--- src/rtl/cfdd_pkg.sv ---
// Shared widths, codes and types of the command frame decoder.
`default_nettype none
package cfdd_pkg;

    localparam int BYTE_W     = 8;
    localparam int SEL_W      = 4;
    localparam int VALUE_W    = 32;
    localparam int CFG_IDX_W  = 8;
    localparam int CFG_DATA_W = 8;

    localparam int QUEUE_DEPTH = 2;

    // configuration register indexes
    localparam logic [CFG_IDX_W-1:0] CFG_IDX_HEADER  = 8'd0;
    localparam logic [CFG_IDX_W-1:0] CFG_IDX_TRAILER = 8'd1;
    localparam logic [CFG_IDX_W-1:0] CFG_IDX_ENABLE  = 8'd2;
    localparam logic [CFG_IDX_W-1:0] CFG_IDX_DISABLE = 8'd3;

    localparam logic [BYTE_W-1:0] RST_HEADER  = 8'h00;
    localparam logic [BYTE_W-1:0] RST_TRAILER = 8'hFF;
    localparam logic [BYTE_W-1:0] RST_ENABLE  = 8'h01;
    localparam logic [BYTE_W-1:0] RST_DISABLE = 8'h00;

    // command codes
    localparam logic [BYTE_W-1:0] CMD_MOTOR  = 8'h01;
    localparam logic [BYTE_W-1:0] CMD_PID    = 8'h02;
    localparam logic [BYTE_W-1:0] CMD_TARGET = 8'h03;

    // PID loop and gain nibbles
    localparam logic [3:0] NIBBLE_MASK = 4'hF;
    localparam logic [3:0] LOOP_Q   = 4'h1;
    localparam logic [3:0] LOOP_D   = 4'h2;
    localparam logic [3:0] LOOP_SPD = 4'h3;
    localparam logic [3:0] LOOP_POS = 4'h4;
    localparam logic [3:0] GAIN_KP  = 4'h1;
    localparam logic [3:0] GAIN_KI  = 4'h2;
    localparam logic [3:0] GAIN_KD  = 4'h3;

    // target subcommands
    localparam logic [BYTE_W-1:0] TGT_IQ  = 8'h01;
    localparam logic [BYTE_W-1:0] TGT_POS = 8'h03;

    // target selector bases
    localparam logic [SEL_W-1:0] SEL_MOTOR    = 4'd0;
    localparam logic [SEL_W-1:0] SEL_Q_BASE   = 4'd0;
    localparam logic [SEL_W-1:0] SEL_D_BASE   = 4'd2;
    localparam logic [SEL_W-1:0] SEL_SPD_BASE = 4'd4;
    localparam logic [SEL_W-1:0] SEL_POS_BASE = 4'd7;
    localparam logic [SEL_W-1:0] SEL_TGT_BASE = 4'd10;
    localparam logic [SEL_W-1:0] SEL_MAX      = 4'd13;

    typedef struct packed {
        logic [BYTE_W-1:0]  cmd;
        logic [BYTE_W-1:0]  sub;
        logic [VALUE_W-1:0] payload;
    } t_frame;

    typedef struct packed {
        logic   valid;
        t_frame frame;
    } t_push;

    typedef struct packed {
        logic full;
        logic empty;
    } t_qstat;

    typedef struct packed {
        logic [BYTE_W-1:0] header;
        logic [BYTE_W-1:0] trailer;
        logic [BYTE_W-1:0] enable;
        logic [BYTE_W-1:0] disable_code;
    } t_cfg;

endpackage
`default_nettype wire

--- src/rtl/cfdd_byte_if.sv ---
// Byte stream channel: valid, ready and one received byte.
`default_nettype none
interface cfdd_byte_if;
    logic                       valid;
    logic                       ready;
    logic [cfdd_pkg::BYTE_W-1:0] rx_byte;

    modport source (output valid, output rx_byte, input ready);
    modport sink   (input valid, input rx_byte, output ready);
endinterface
`default_nettype wire

--- src/rtl/cfdd_res_if.sv ---
// Result channel: valid, ready and one parameter write.
`default_nettype none
interface cfdd_res_if;
    logic                        valid;
    logic                        ready;
    logic [cfdd_pkg::SEL_W-1:0]   target_sel;
    logic [cfdd_pkg::VALUE_W-1:0] write_value;

    modport source (output valid, output target_sel, output write_value, input ready);
    modport sink   (input valid, input target_sel, input write_value, output ready);
endinterface
`default_nettype wire

--- src/rtl/cfdd_cfg_if.sv ---
// Configuration write channel: valid, ready, register index and data.
`default_nettype none
interface cfdd_cfg_if;
    logic                           valid;
    logic                           ready;
    logic [cfdd_pkg::CFG_IDX_W-1:0]  index;
    logic [cfdd_pkg::CFG_DATA_W-1:0] data;

    modport source (output valid, output index, output data, input ready);
    modport sink   (input valid, input index, input data, output ready);
endinterface
`default_nettype wire

--- src/rtl/cfdd_parser.sv ---
// Front end: hunts for the header, collects a frame and checks the trailer.
`default_nettype none
module cfdd_parser (
    input  wire logic            i_clk,
    input  wire logic            i_rst_n,
    cfdd_byte_if.sink            i_rx,
    input  cfdd_pkg::t_cfg       i_cfg,
    input  cfdd_pkg::t_qstat     i_qstat,
    output cfdd_pkg::t_push      o_push
);

    typedef enum logic [1:0] {
        ST_HUNT,
        ST_DATA,
        ST_TAIL
    } t_state;

    localparam logic [2:0] IDX_ZERO = 3'd0;
    localparam logic [2:0] IDX_CMD  = 3'd1;
    localparam logic [2:0] IDX_SUB  = 3'd2;
    localparam logic [2:0] IDX_PAY0 = 3'd3;
    localparam logic [2:0] IDX_PAYN = 3'd6;
    localparam logic [2:0] IDX_TAIL = 3'd7;

    t_state                         r_state, n_state;
    logic [2:0]                     r_idx, n_idx;
    logic [cfdd_pkg::BYTE_W-1:0]    r_cmd, n_cmd;
    logic [cfdd_pkg::BYTE_W-1:0]    r_sub, n_sub;
    logic [cfdd_pkg::VALUE_W-1:0]   r_payload, n_payload;

    logic       accept;
    logic [2:0] lane_idx;
    logic [4:0] lane_ofs;

    // one frame slot must be free before any word is taken
    assign i_rx.ready = !i_qstat.full;
    assign accept     = i_rx.valid && i_rx.ready;
    assign lane_idx   = r_idx - IDX_PAY0;
    assign lane_ofs   = {lane_idx[1:0], 3'b000};

    always_comb begin
        n_state   = r_state;
        n_idx     = r_idx;
        n_cmd     = r_cmd;
        n_sub     = r_sub;
        n_payload = r_payload;
        o_push.valid       = 1'b0;
        o_push.frame.cmd     = r_cmd;
        o_push.frame.sub     = r_sub;
        o_push.frame.payload = r_payload;
        if (accept) begin
            unique case (r_state)
                ST_HUNT: begin
                    if (i_rx.rx_byte == i_cfg.header) begin
                        n_idx   = IDX_CMD;
                        n_state = ST_DATA;
                    end
                end
                ST_DATA: begin
                    if (r_idx == IDX_CMD) begin
                        n_cmd = i_rx.rx_byte;
                    end else if (r_idx == IDX_SUB) begin
                        n_sub = i_rx.rx_byte;
                    end else if (r_idx >= IDX_PAY0 && r_idx <= IDX_PAYN) begin
                        n_payload[lane_ofs +: cfdd_pkg::BYTE_W] = i_rx.rx_byte;
                    end
                    n_idx = r_idx + 3'd1;
                    if (n_idx == IDX_TAIL || n_idx == IDX_ZERO) begin
                        n_state = ST_TAIL;
                    end
                end
                ST_TAIL: begin
                    // a bad trailer drops the frame, either way hunt again
                    o_push.valid = (i_rx.rx_byte == i_cfg.trailer);
                    n_state = ST_HUNT;
                    n_idx   = IDX_ZERO;
                end
                default: begin
                    n_state = ST_HUNT;
                    n_idx   = IDX_ZERO;
                end
            endcase
        end
    end

    always_ff @(posedge i_clk) begin
        if (!i_rst_n) begin
            r_state <= ST_HUNT;
            r_idx   <= IDX_ZERO;
        end else begin
            r_state <= n_state;
            r_idx   <= n_idx;
        end
        r_cmd     <= n_cmd;
        r_sub     <= n_sub;
        r_payload <= n_payload;
    end

endmodule
`default_nettype wire

--- src/rtl/cfdd_queue.sv ---
// Short frame queue between the parser and the decoder.
`default_nettype none
module cfdd_queue #(
    parameter int P_DEPTH = cfdd_pkg::QUEUE_DEPTH
) (
    input  wire logic           i_clk,
    input  wire logic           i_rst_n,
    input  cfdd_pkg::t_push     i_push,
    input  wire logic           i_pop,
    output cfdd_pkg::t_qstat    o_qstat,
    output cfdd_pkg::t_frame    o_head
);

    localparam int AW = (P_DEPTH > 1) ? $clog2(P_DEPTH) : 1;
    localparam int CW = $clog2(P_DEPTH + 1);
    localparam logic [AW-1:0] LAST_PTR = AW'(P_DEPTH - 1);
    localparam logic [CW-1:0] FULL_CNT = CW'(P_DEPTH);

    cfdd_pkg::t_frame r_mem [P_DEPTH];
    logic [AW-1:0]    r_wr_ptr, r_rd_ptr;
    logic [CW-1:0]    r_count;

    logic do_push, do_pop;

    assign o_qstat.full  = (r_count == FULL_CNT);
    assign o_qstat.empty = (r_count == '0);
    assign do_push = i_push.valid && !o_qstat.full;
    assign do_pop  = i_pop && !o_qstat.empty;
    assign o_head  = r_mem[r_rd_ptr];

    always_ff @(posedge i_clk) begin
        if (!i_rst_n) begin
            r_wr_ptr <= '0;
            r_rd_ptr <= '0;
            r_count  <= '0;
        end else begin
            if (do_push) begin
                r_wr_ptr <= (r_wr_ptr == LAST_PTR) ? '0 : r_wr_ptr + AW'(1);
            end
            if (do_pop) begin
                r_rd_ptr <= (r_rd_ptr == LAST_PTR) ? '0 : r_rd_ptr + AW'(1);
            end
            if (do_push && !do_pop) begin
                r_count <= r_count + CW'(1);
            end else if (do_pop && !do_push) begin
                r_count <= r_count - CW'(1);
            end
        end
        if (do_push) begin
            r_mem[r_wr_ptr] <= i_push.frame;
        end
    end

endmodule
`default_nettype wire

--- src/rtl/cfdd_decoder.sv ---
// Back end: decodes queued frames into parameter writes with an output register.
`default_nettype none
module cfdd_decoder (
    input  wire logic           i_clk,
    input  wire logic           i_rst_n,
    input  cfdd_pkg::t_qstat    i_qstat,
    input  cfdd_pkg::t_frame    i_head,
    input  cfdd_pkg::t_cfg      i_cfg,
    output logic                o_pop,
    cfdd_res_if.source          o_res
);

    logic                          r_valid;
    logic [cfdd_pkg::SEL_W-1:0]    r_sel;
    logic [cfdd_pkg::VALUE_W-1:0]  r_value;

    logic                          hit;
    logic [cfdd_pkg::SEL_W-1:0]    sel;
    logic [cfdd_pkg::VALUE_W-1:0]  value;
    logic [3:0]                    loop_nib, gain_nib;
    logic                          gain_ok;

    assign loop_nib = i_head.sub[7:4] & cfdd_pkg::NIBBLE_MASK;
    assign gain_nib = i_head.sub[3:0] & cfdd_pkg::NIBBLE_MASK;
    assign gain_ok  = (gain_nib == cfdd_pkg::GAIN_KP) || (gain_nib == cfdd_pkg::GAIN_KI)
                   || (gain_nib == cfdd_pkg::GAIN_KD);

    always_comb begin
        hit   = 1'b0;
        sel   = cfdd_pkg::SEL_MOTOR;
        value = i_head.payload;
        unique case (i_head.cmd)
            cfdd_pkg::CMD_MOTOR: begin
                // enable wins when both codes are equal
                if (i_head.sub == i_cfg.enable) begin
                    hit   = 1'b1;
                    value = cfdd_pkg::VALUE_W'(1);
                end else if (i_head.sub == i_cfg.disable_code) begin
                    hit   = 1'b1;
                    value = '0;
                end
            end
            cfdd_pkg::CMD_PID: begin
                if (gain_ok) begin
                    unique case (loop_nib)
                        cfdd_pkg::LOOP_Q: begin
                            hit = (gain_nib != cfdd_pkg::GAIN_KD);
                            sel = cfdd_pkg::SEL_Q_BASE + gain_nib;
                        end
                        cfdd_pkg::LOOP_D: begin
                            hit = (gain_nib != cfdd_pkg::GAIN_KD);
                            sel = cfdd_pkg::SEL_D_BASE + gain_nib;
                        end
                        cfdd_pkg::LOOP_SPD: begin
                            hit = 1'b1;
                            sel = cfdd_pkg::SEL_SPD_BASE + gain_nib;
                        end
                        cfdd_pkg::LOOP_POS: begin
                            hit = 1'b1;
                            sel = cfdd_pkg::SEL_POS_BASE + gain_nib;
                        end
                        default: hit = 1'b0;
                    endcase
                end
            end
            cfdd_pkg::CMD_TARGET: begin
                if (i_head.sub >= cfdd_pkg::TGT_IQ && i_head.sub <= cfdd_pkg::TGT_POS) begin
                    hit = 1'b1;
                    sel = cfdd_pkg::SEL_TGT_BASE + i_head.sub[3:0];
                end
            end
            default: hit = 1'b0;
        endcase
    end

    // take the next frame whenever the output register is free or being drained
    assign o_pop = !i_qstat.empty && (!r_valid || o_res.ready);

    always_ff @(posedge i_clk) begin
        if (!i_rst_n) begin
            r_valid <= 1'b0;
        end else if (!r_valid || o_res.ready) begin
            r_valid <= o_pop && hit;
        end
        if (o_pop) begin
            r_sel   <= sel;
            r_value <= value;
        end
    end

    assign o_res.valid       = r_valid;
    assign o_res.target_sel  = r_sel;
    assign o_res.write_value = r_value;

endmodule
`default_nettype wire

--- src/rtl/command_frame_deframer_decoder_top.sv ---
// Top level of the command frame decoder: configuration registers and the two halves.
//
// Usage:
//   i_rx carries one received byte per word. o_res carries one parameter write
//   per word: target_sel picks the parameter, write_value holds the raw 32-bit
//   float bits (1 or 0 for the motor state). i_cfg writes the header, trailer,
//   enable and disable codes at indexes 0 to 3; other indexes are ignored and
//   the channel is always ready. Write it only while no frame is in flight.
//   Throughput is one byte per cycle while the queue is not full. A frame is
//   eight bytes; the write for a good frame passes through the queue and
//   then the decoder's output register before it shows on o_res. Bad
//   trailers and unknown codes give no word.
//   When o_res stalls, the result holds, up to P_QUEUE_DEPTH checked frames
//   wait in the queue, and i_rx.ready drops only once the queue is full.
//   Reset empties the queue and the output, puts the parser back to hunting
//   for a header and loads the register defaults (header 0x00, trailer 0xFF,
//   enable 0x01, disable 0x00).
`default_nettype none
module command_frame_deframer_decoder_top #(
    parameter int P_QUEUE_DEPTH = cfdd_pkg::QUEUE_DEPTH
) (
    input  wire logic   i_clk,
    input  wire logic   i_rst_n,
    cfdd_byte_if.sink   i_rx,
    cfdd_cfg_if.sink    i_cfg,
    cfdd_res_if.source  o_res
);

    cfdd_pkg::t_cfg   r_cfg;
    cfdd_pkg::t_push  push;
    cfdd_pkg::t_qstat qstat;
    cfdd_pkg::t_frame head;
    logic             pop;

    assign i_cfg.ready = 1'b1;

    always_ff @(posedge i_clk) begin
        if (!i_rst_n) begin
            r_cfg.header       <= cfdd_pkg::RST_HEADER;
            r_cfg.trailer      <= cfdd_pkg::RST_TRAILER;
            r_cfg.enable       <= cfdd_pkg::RST_ENABLE;
            r_cfg.disable_code <= cfdd_pkg::RST_DISABLE;
        end else if (i_cfg.valid && i_cfg.ready) begin
            unique case (i_cfg.index)
                cfdd_pkg::CFG_IDX_HEADER:  r_cfg.header       <= i_cfg.data;
                cfdd_pkg::CFG_IDX_TRAILER: r_cfg.trailer      <= i_cfg.data;
                cfdd_pkg::CFG_IDX_ENABLE:  r_cfg.enable       <= i_cfg.data;
                cfdd_pkg::CFG_IDX_DISABLE: r_cfg.disable_code <= i_cfg.data;
                default: ;
            endcase
        end
    end

    cfdd_parser u_parser (
        .i_clk   (i_clk),
        .i_rst_n (i_rst_n),
        .i_rx    (i_rx),
        .i_cfg   (r_cfg),
        .i_qstat (qstat),
        .o_push  (push)
    );

    cfdd_queue #(
        .P_DEPTH (P_QUEUE_DEPTH)
    ) u_queue (
        .i_clk   (i_clk),
        .i_rst_n (i_rst_n),
        .i_push  (push),
        .i_pop   (pop),
        .o_qstat (qstat),
        .o_head  (head)
    );

    cfdd_decoder u_decoder (
        .i_clk   (i_clk),
        .i_rst_n (i_rst_n),
        .i_qstat (qstat),
        .i_head  (head),
        .i_cfg   (r_cfg),
        .o_pop   (pop),
        .o_res   (o_res)
    );

endmodule
`default_nettype wire

--- src/flat_wrapper.sv ---
// flat-port wrapper written by rule: the top's interface ports become plain ports
module command_frame_deframer_decoder_top_flat 
#(
    parameter int P_QUEUE_DEPTH = cfdd_pkg::QUEUE_DEPTH
)
  (i_clk, i_rst_n, i_rx_valid, i_rx_rx_byte, i_rx_ready, i_cfg_valid, i_cfg_index, i_cfg_data, i_cfg_ready, o_res_valid, o_res_target_sel, o_res_write_value, o_res_ready);
  cfdd_byte_if i_rx_i ();
  cfdd_cfg_if i_cfg_i ();
  cfdd_res_if o_res_i ();
  input  wire logic i_clk;
  input  wire logic i_rst_n;
  input wire logic [$bits(i_rx_i.valid)-1:0] i_rx_valid;
  input wire logic [$bits(i_rx_i.rx_byte)-1:0] i_rx_rx_byte;
  output wire logic [$bits(i_rx_i.ready)-1:0] i_rx_ready;
  input wire logic [$bits(i_cfg_i.valid)-1:0] i_cfg_valid;
  input wire logic [$bits(i_cfg_i.index)-1:0] i_cfg_index;
  input wire logic [$bits(i_cfg_i.data)-1:0] i_cfg_data;
  output wire logic [$bits(i_cfg_i.ready)-1:0] i_cfg_ready;
  output wire logic [$bits(o_res_i.valid)-1:0] o_res_valid;
  output wire logic [$bits(o_res_i.target_sel)-1:0] o_res_target_sel;
  output wire logic [$bits(o_res_i.write_value)-1:0] o_res_write_value;
  input wire logic [$bits(o_res_i.ready)-1:0] o_res_ready;
  assign i_rx_i.valid = i_rx_valid;
  assign i_rx_i.rx_byte = i_rx_rx_byte;
  assign i_rx_ready = i_rx_i.ready;
  assign i_cfg_i.valid = i_cfg_valid;
  assign i_cfg_i.index = i_cfg_index;
  assign i_cfg_i.data = i_cfg_data;
  assign i_cfg_ready = i_cfg_i.ready;
  assign o_res_valid = o_res_i.valid;
  assign o_res_target_sel = o_res_i.target_sel;
  assign o_res_write_value = o_res_i.write_value;
  assign o_res_i.ready = o_res_ready;
  command_frame_deframer_decoder_top #(.P_QUEUE_DEPTH(P_QUEUE_DEPTH)) u_core (.i_clk(i_clk), .i_rst_n(i_rst_n), .i_rx(i_rx_i), .i_cfg(i_cfg_i), .o_res(o_res_i));
endmodule
--- config.mk ---
export PLATFORM = sky130hd
export DESIGN_NAME = command_frame_deframer_decoder_top_flat
export DESIGN_NICKNAME = d
export VERILOG_FILES = /design/src/rtl/cfdd_pkg.sv /design/src/rtl/cfdd_byte_if.sv /design/src/rtl/cfdd_res_if.sv /design/src/rtl/cfdd_cfg_if.sv /design/src/rtl/cfdd_parser.sv /design/src/rtl/cfdd_queue.sv /design/src/rtl/cfdd_decoder.sv /design/src/rtl/command_frame_deframer_decoder_top.sv /design/src/flat_wrapper.sv
export SDC_FILE = /design/constraint.sdc
export NUM_CORES = 1
export LEC_CHECK = 0
export ABC_CLOCK_PERIOD_IN_PS = 7200
export BUFFER_PORTS_ARGS = -buffer_cell sky130_fd_sc_hd__buf_2
export CAP_MARGIN = 20
export CORE_AREA = 2 2 141 143
export DETAILED_ROUTE_END_ITERATION = 10
export DIE_AREA = 0 0 143 145
export GPL_TIMING_DRIVEN = 0
export HOLD_SLACK_MARGIN = 0.08
export PLACE_DENSITY_LB_ADDON = 0.12
export SLEW_MARGIN = 5
export SYNTH_ARGS = -nofsm -noshare
export SYNTH_HDL_FRONTEND = slang
export SYNTH_HIERARCHICAL = 1
export SYNTH_SLANG_ARGS = --single-unit
export TNS_END_PERCENT = 5
--- constraint.sdc ---
create_clock -name i_clk -period 7.2 [get_ports i_clk]
set_clock_uncertainty 0.2 [all_clocks]
set_input_delay 1.08 -clock i_clk [delete_from_list [all_inputs] [get_ports i_clk]]
set_output_delay 1.08 -clock i_clk [all_outputs]
set_load 0.01 [all_outputs]
==> impl_metrics.env <==
export IMPL_run_status="complete, no violations"
export IMPL_required_ns=7.19
export IMPL_p_leak_uw=0.004010
export IMPL_async_flop_share=0
export IMPL_root_buffer="clkbuf_16"
export IMPL_setup_worst_path_start="i_rx_rx_byte[0]"
export IMPL_drive_gt1_frac=0.2813
export IMPL_clockBufferDepth=3
export IMPL_htree_num_levels=1
export IMPL_power_density_nw_per_um2=226.8
export IMPL_tightest_slew_ns=0.9025
export IMPL_syn_nets=676
export IMPL_slowest_stage="nor3_4"
export IMPL_post_drt_wl_per_cell_um=17.61
export IMPL_grt_pass1_wl_um=28210
export IMPL_worstPathMaxFanout=19
export IMPL_crit_type="in -> reg"
export IMPL_path_delay_family="simple AND/OR/NAND/NOR gates"
export IMPL_slowest_delay_ns=0.76
export IMPL_clk_pin_slew_ns=0.06
export IMPL_syn_avg_cell_area_um2=14.95
export IMPL_globalRouteOverflowTotal=0
export IMPL_setup_ws_ns=3.987
export IMPL_grt_start_max_net_pins=32
export IMPL_reg2reg_setup_slack_ns=4.09
export IMPL_ys_seq_elements=223
export IMPL_synth_area_um2=9437
export IMPL_portBuffers=66
export IMPL_num_vias=5184
export IMPL_ioPinCount=68
export IMPL_antenna_found_initial=0
export IMPL_cts_setup_buffers=0
export IMPL_grt_pass1_vias=5338
export IMPL_path_buf_inv=3
export IMPL_relSlewSlack=0.3964
export IMPL_dp_hpwl_um=12080
export IMPL_tritoncts="built"
export IMPL_cts_hold_buf=0
export IMPL_post_route_drc_count=0
export IMPL_clk_latency_ns=0.51
export IMPL_antenna_cells=0
export IMPL_finalNetCount=772
export IMPL_fp_dieW_um=143
export IMPL_slew_viol_final=0
export IMPL_pre_cts_slack_ns=3.448
export IMPL_tns_ns=0
export IMPL_synth_edf_count=180
export IMPL_fmax_mhz=311.2
export IMPL_ys_seq_area_frac=0.6640
export IMPL_wl_um=17750
export IMPL_dp_cells=967
export IMPL_hp_class="reg -> reg"
export IMPL_timing_final_crit_share=0.4462
export IMPL_fin_cells=1008
export IMPL_row_count=51
export IMPL_reg2reg_depth=8
export IMPL_place_gp_congestion=0.8714
export IMPL_drt_iter0_drc=321
export IMPL_timing_rr_start="u_core/u_queue/r_count[0]"
export IMPL_cts_num_sinks=223
export IMPL_synth_warnings=6
export IMPL_rsz0062_at_grt="no"
export IMPL_endpoint="u_core/u_queue/r_mem[0][25]"
export IMPL_ir_worst_vdd_mv=0.1388
export IMPL_rr_endpoint="u_core/u_queue/r_mem[0][25]"
export IMPL_drv_cap=0
export IMPL_synth_ff_type="edfxtp_1"
export IMPL_finalHoldViolations=0
export IMPL_postCtsResizedCells=0
export IMPL_yosys_cell_types_count=62
export IMPL_design_core_area_um2=19210
export IMPL_period_minus_slack_ns=3.213
export IMPL_die_h_um=145
export IMPL_firstDrtPassIters=6
export IMPL_die_area_um2=20740
export IMPL_start_util=0.4913
export IMPL_cp_depth=7
export IMPL_cp_arrival_ns=3.20
export IMPL_area_delta_synth_final_pct=15.09
export IMPL_ant_nets=0
export IMPL_numCtsBuffers=23
export IMPL_crit_path_cell_trace="buf_2 > xnor2_1 > nand4_1 > nor3_1 > inv_1 > nor3_4 > buf_8"
export IMPL_synthCells=631
export IMPL_setup_viol=0
export IMPL_grt_util_all_layers=0.1758
export IMPL_endpoint_kind="flip-flop"
export IMPL_viasPerCell=5.143
export IMPL_start_kind="input pin"
==> sequential cells by signal, summed over array words and instances, names as in the netlist, named ones only <==
name,count
u_core/u_queue/r_mem,96
u_core/r_cfg,32
u_core/u_decoder/o_res.write_value,32
u_core/u_parser/r_payload,32
u_core/u_parser/r_cmd,8
u_core/u_parser/r_sub,8
u_core/u_decoder/o_res.target_sel,4
u_core/u_parser/r_idx,3
u_core/u_parser/r_state,2
u_core/u_queue/r_count,2
u_core/u_decoder/o_res.valid,1
u_core/u_queue/r_rd_ptr,1
u_core/u_queue/r_wr_ptr,1
==> area by class of cell <==
| cell class | instances | area, µm² |
|---|---|---|
| clock buffers | 30 | 601.8 |
| well taps | 265 | 331.6 |
| repair buffers | 71 | 417.9 |
| inverters | 14 | 52.55 |
| fillers | 1579 | 8347 |
| flip-flops and latches | 223 | 6266 |
| clock inverters | 11 | 51.30 |
| plain buffers | 22 | 148.9 |
| multi-input cells | 372 | 2990 |
==> cells in the final DEF (no fill, tap or decap), drive strengths merged, types with 6 or more instances in the layout <==
master	netlist	routed
clkinv	0	9
nand4	9	9
buf	16	87
o21ai	8	8
mux2	49	49
nor2	13	13
clkbuf	6	36
nor3	8	8
xnor2	27	27
inv	14	14
nor3b	6	6
nor4	6	6
dfxtp	43	43
nand3	10	10
edfxtp	180	180
ha	16	16
mux2i	33	33
nand2	38	38
and2	71	71
a21oi	10	10
xor2	10	10
nor2b	21	21
==> power by group <==
part	leakage [µW]	internal, µW	switching [µW]
Sequential	0.00201	1380	0.229
Clock	0.000309	585	457
Combinational	0.00169	15.2	28.9
Total	0.00401	1980	487
==> worst min path at each step <==
stage	endpoint	slack, ns	cells after the start	from
global route	u_core/u_queue/r_mem[1][13]	0.25	0	u_core/u_parser/r_payload[13]
floorplan	u_core/u_queue/r_mem[0][0]	0.22	0	u_core/u_parser/r_payload[0]
detailed placement	u_core/u_queue/r_mem[1][27]	0.23	0	u_core/u_parser/r_payload[27]
CTS	u_core/u_queue/r_mem[1][27]	0.24	0	u_core/u_parser/r_payload[27]
global placement	u_core/u_queue/r_mem[0][46]	0.22	0	u_core/u_parser/r_cmd[6]
finish	u_core/u_queue/r_mem[1][45]	0.24	0	u_core/u_parser/r_cmd[5]
==> worst reg2reg max path: cells and delay by family (launching register included) <==
family        cells  cell delay, ns
buf+inv           3            0.52
simple gates      5            1.66
flops             1            0.42
==> cell families after synthesis <==
kind of cell / share of synthesized area
XOR/XNOR: 0.03434
other: 0.0003974
flip-flops: 0.6640
adder cells (fa/ha/maj): 0.02121
AO/OA/AOI/OAI: 0.02652
buffers and inverters: 0.02135
AND/OR/NAND/NOR: 0.1387
multiplexers: 0.09348
==> cell usage after synthesis (all sizes together), types with 2 or more instances <==
cell type	instances	area (µm²)
edfxtp	180	5405
and2	71	519.3
mux2	49	551.8
dfxtp	43	860.8
nand2	38	142.6
mux2i	33	330.3
xnor2	27	236.5
nor2b	21	131.4
buf	16	126.4
ha	16	200.2
inv	14	52.55
nor2	13	51.30
a21oi	10	53.80
nand3	10	55.05
xor2	10	87.58
nand4	9	71.32
nor3	8	67.56
o21ai	8	40.04
clkbuf	6	22.52
nor3b	6	50.05
nor4	6	65.06
or3	4	25.02
a21boi	3	22.52
nand2b	3	18.77
o2bb2ai	3	26.28
o31ai	3	22.52
a21o	2	15.01
and3	2	12.51
nand4b	2	32.53
==> through the flow <==
step / power [µW] / utilization / instance area [µm²] / hold slack (ns)
after floorplan: 1421 / - / 9437 / 0.2215
after global placement: 1447 / 0.5258 / 10100 / 0.2218
after detailed placement: 1448 / 0.5314 / 10210 / 0.2302
after CTS: 2492 / 0.5654 / 10860 / 0.2432
after global routing: 2540 / 0.5654 / 10860 / 0.2525
final: 2463 / 0.5654 / 10860 / 0.2373
==> layer usage <==
metal | vias to the layer above | wire [µm] | track usage
li1 | 2476 | - | -
met1 | 2564 | 7742 | 0.2310
met2 | 116 | 8964 | 0.3029
met3 | 28 | 710 | 0.02541
met4 | 0 | 332 | 0.05000
met5 | - | 0 | 0
No activity file was read; power rests on OpenSTA's default activity.
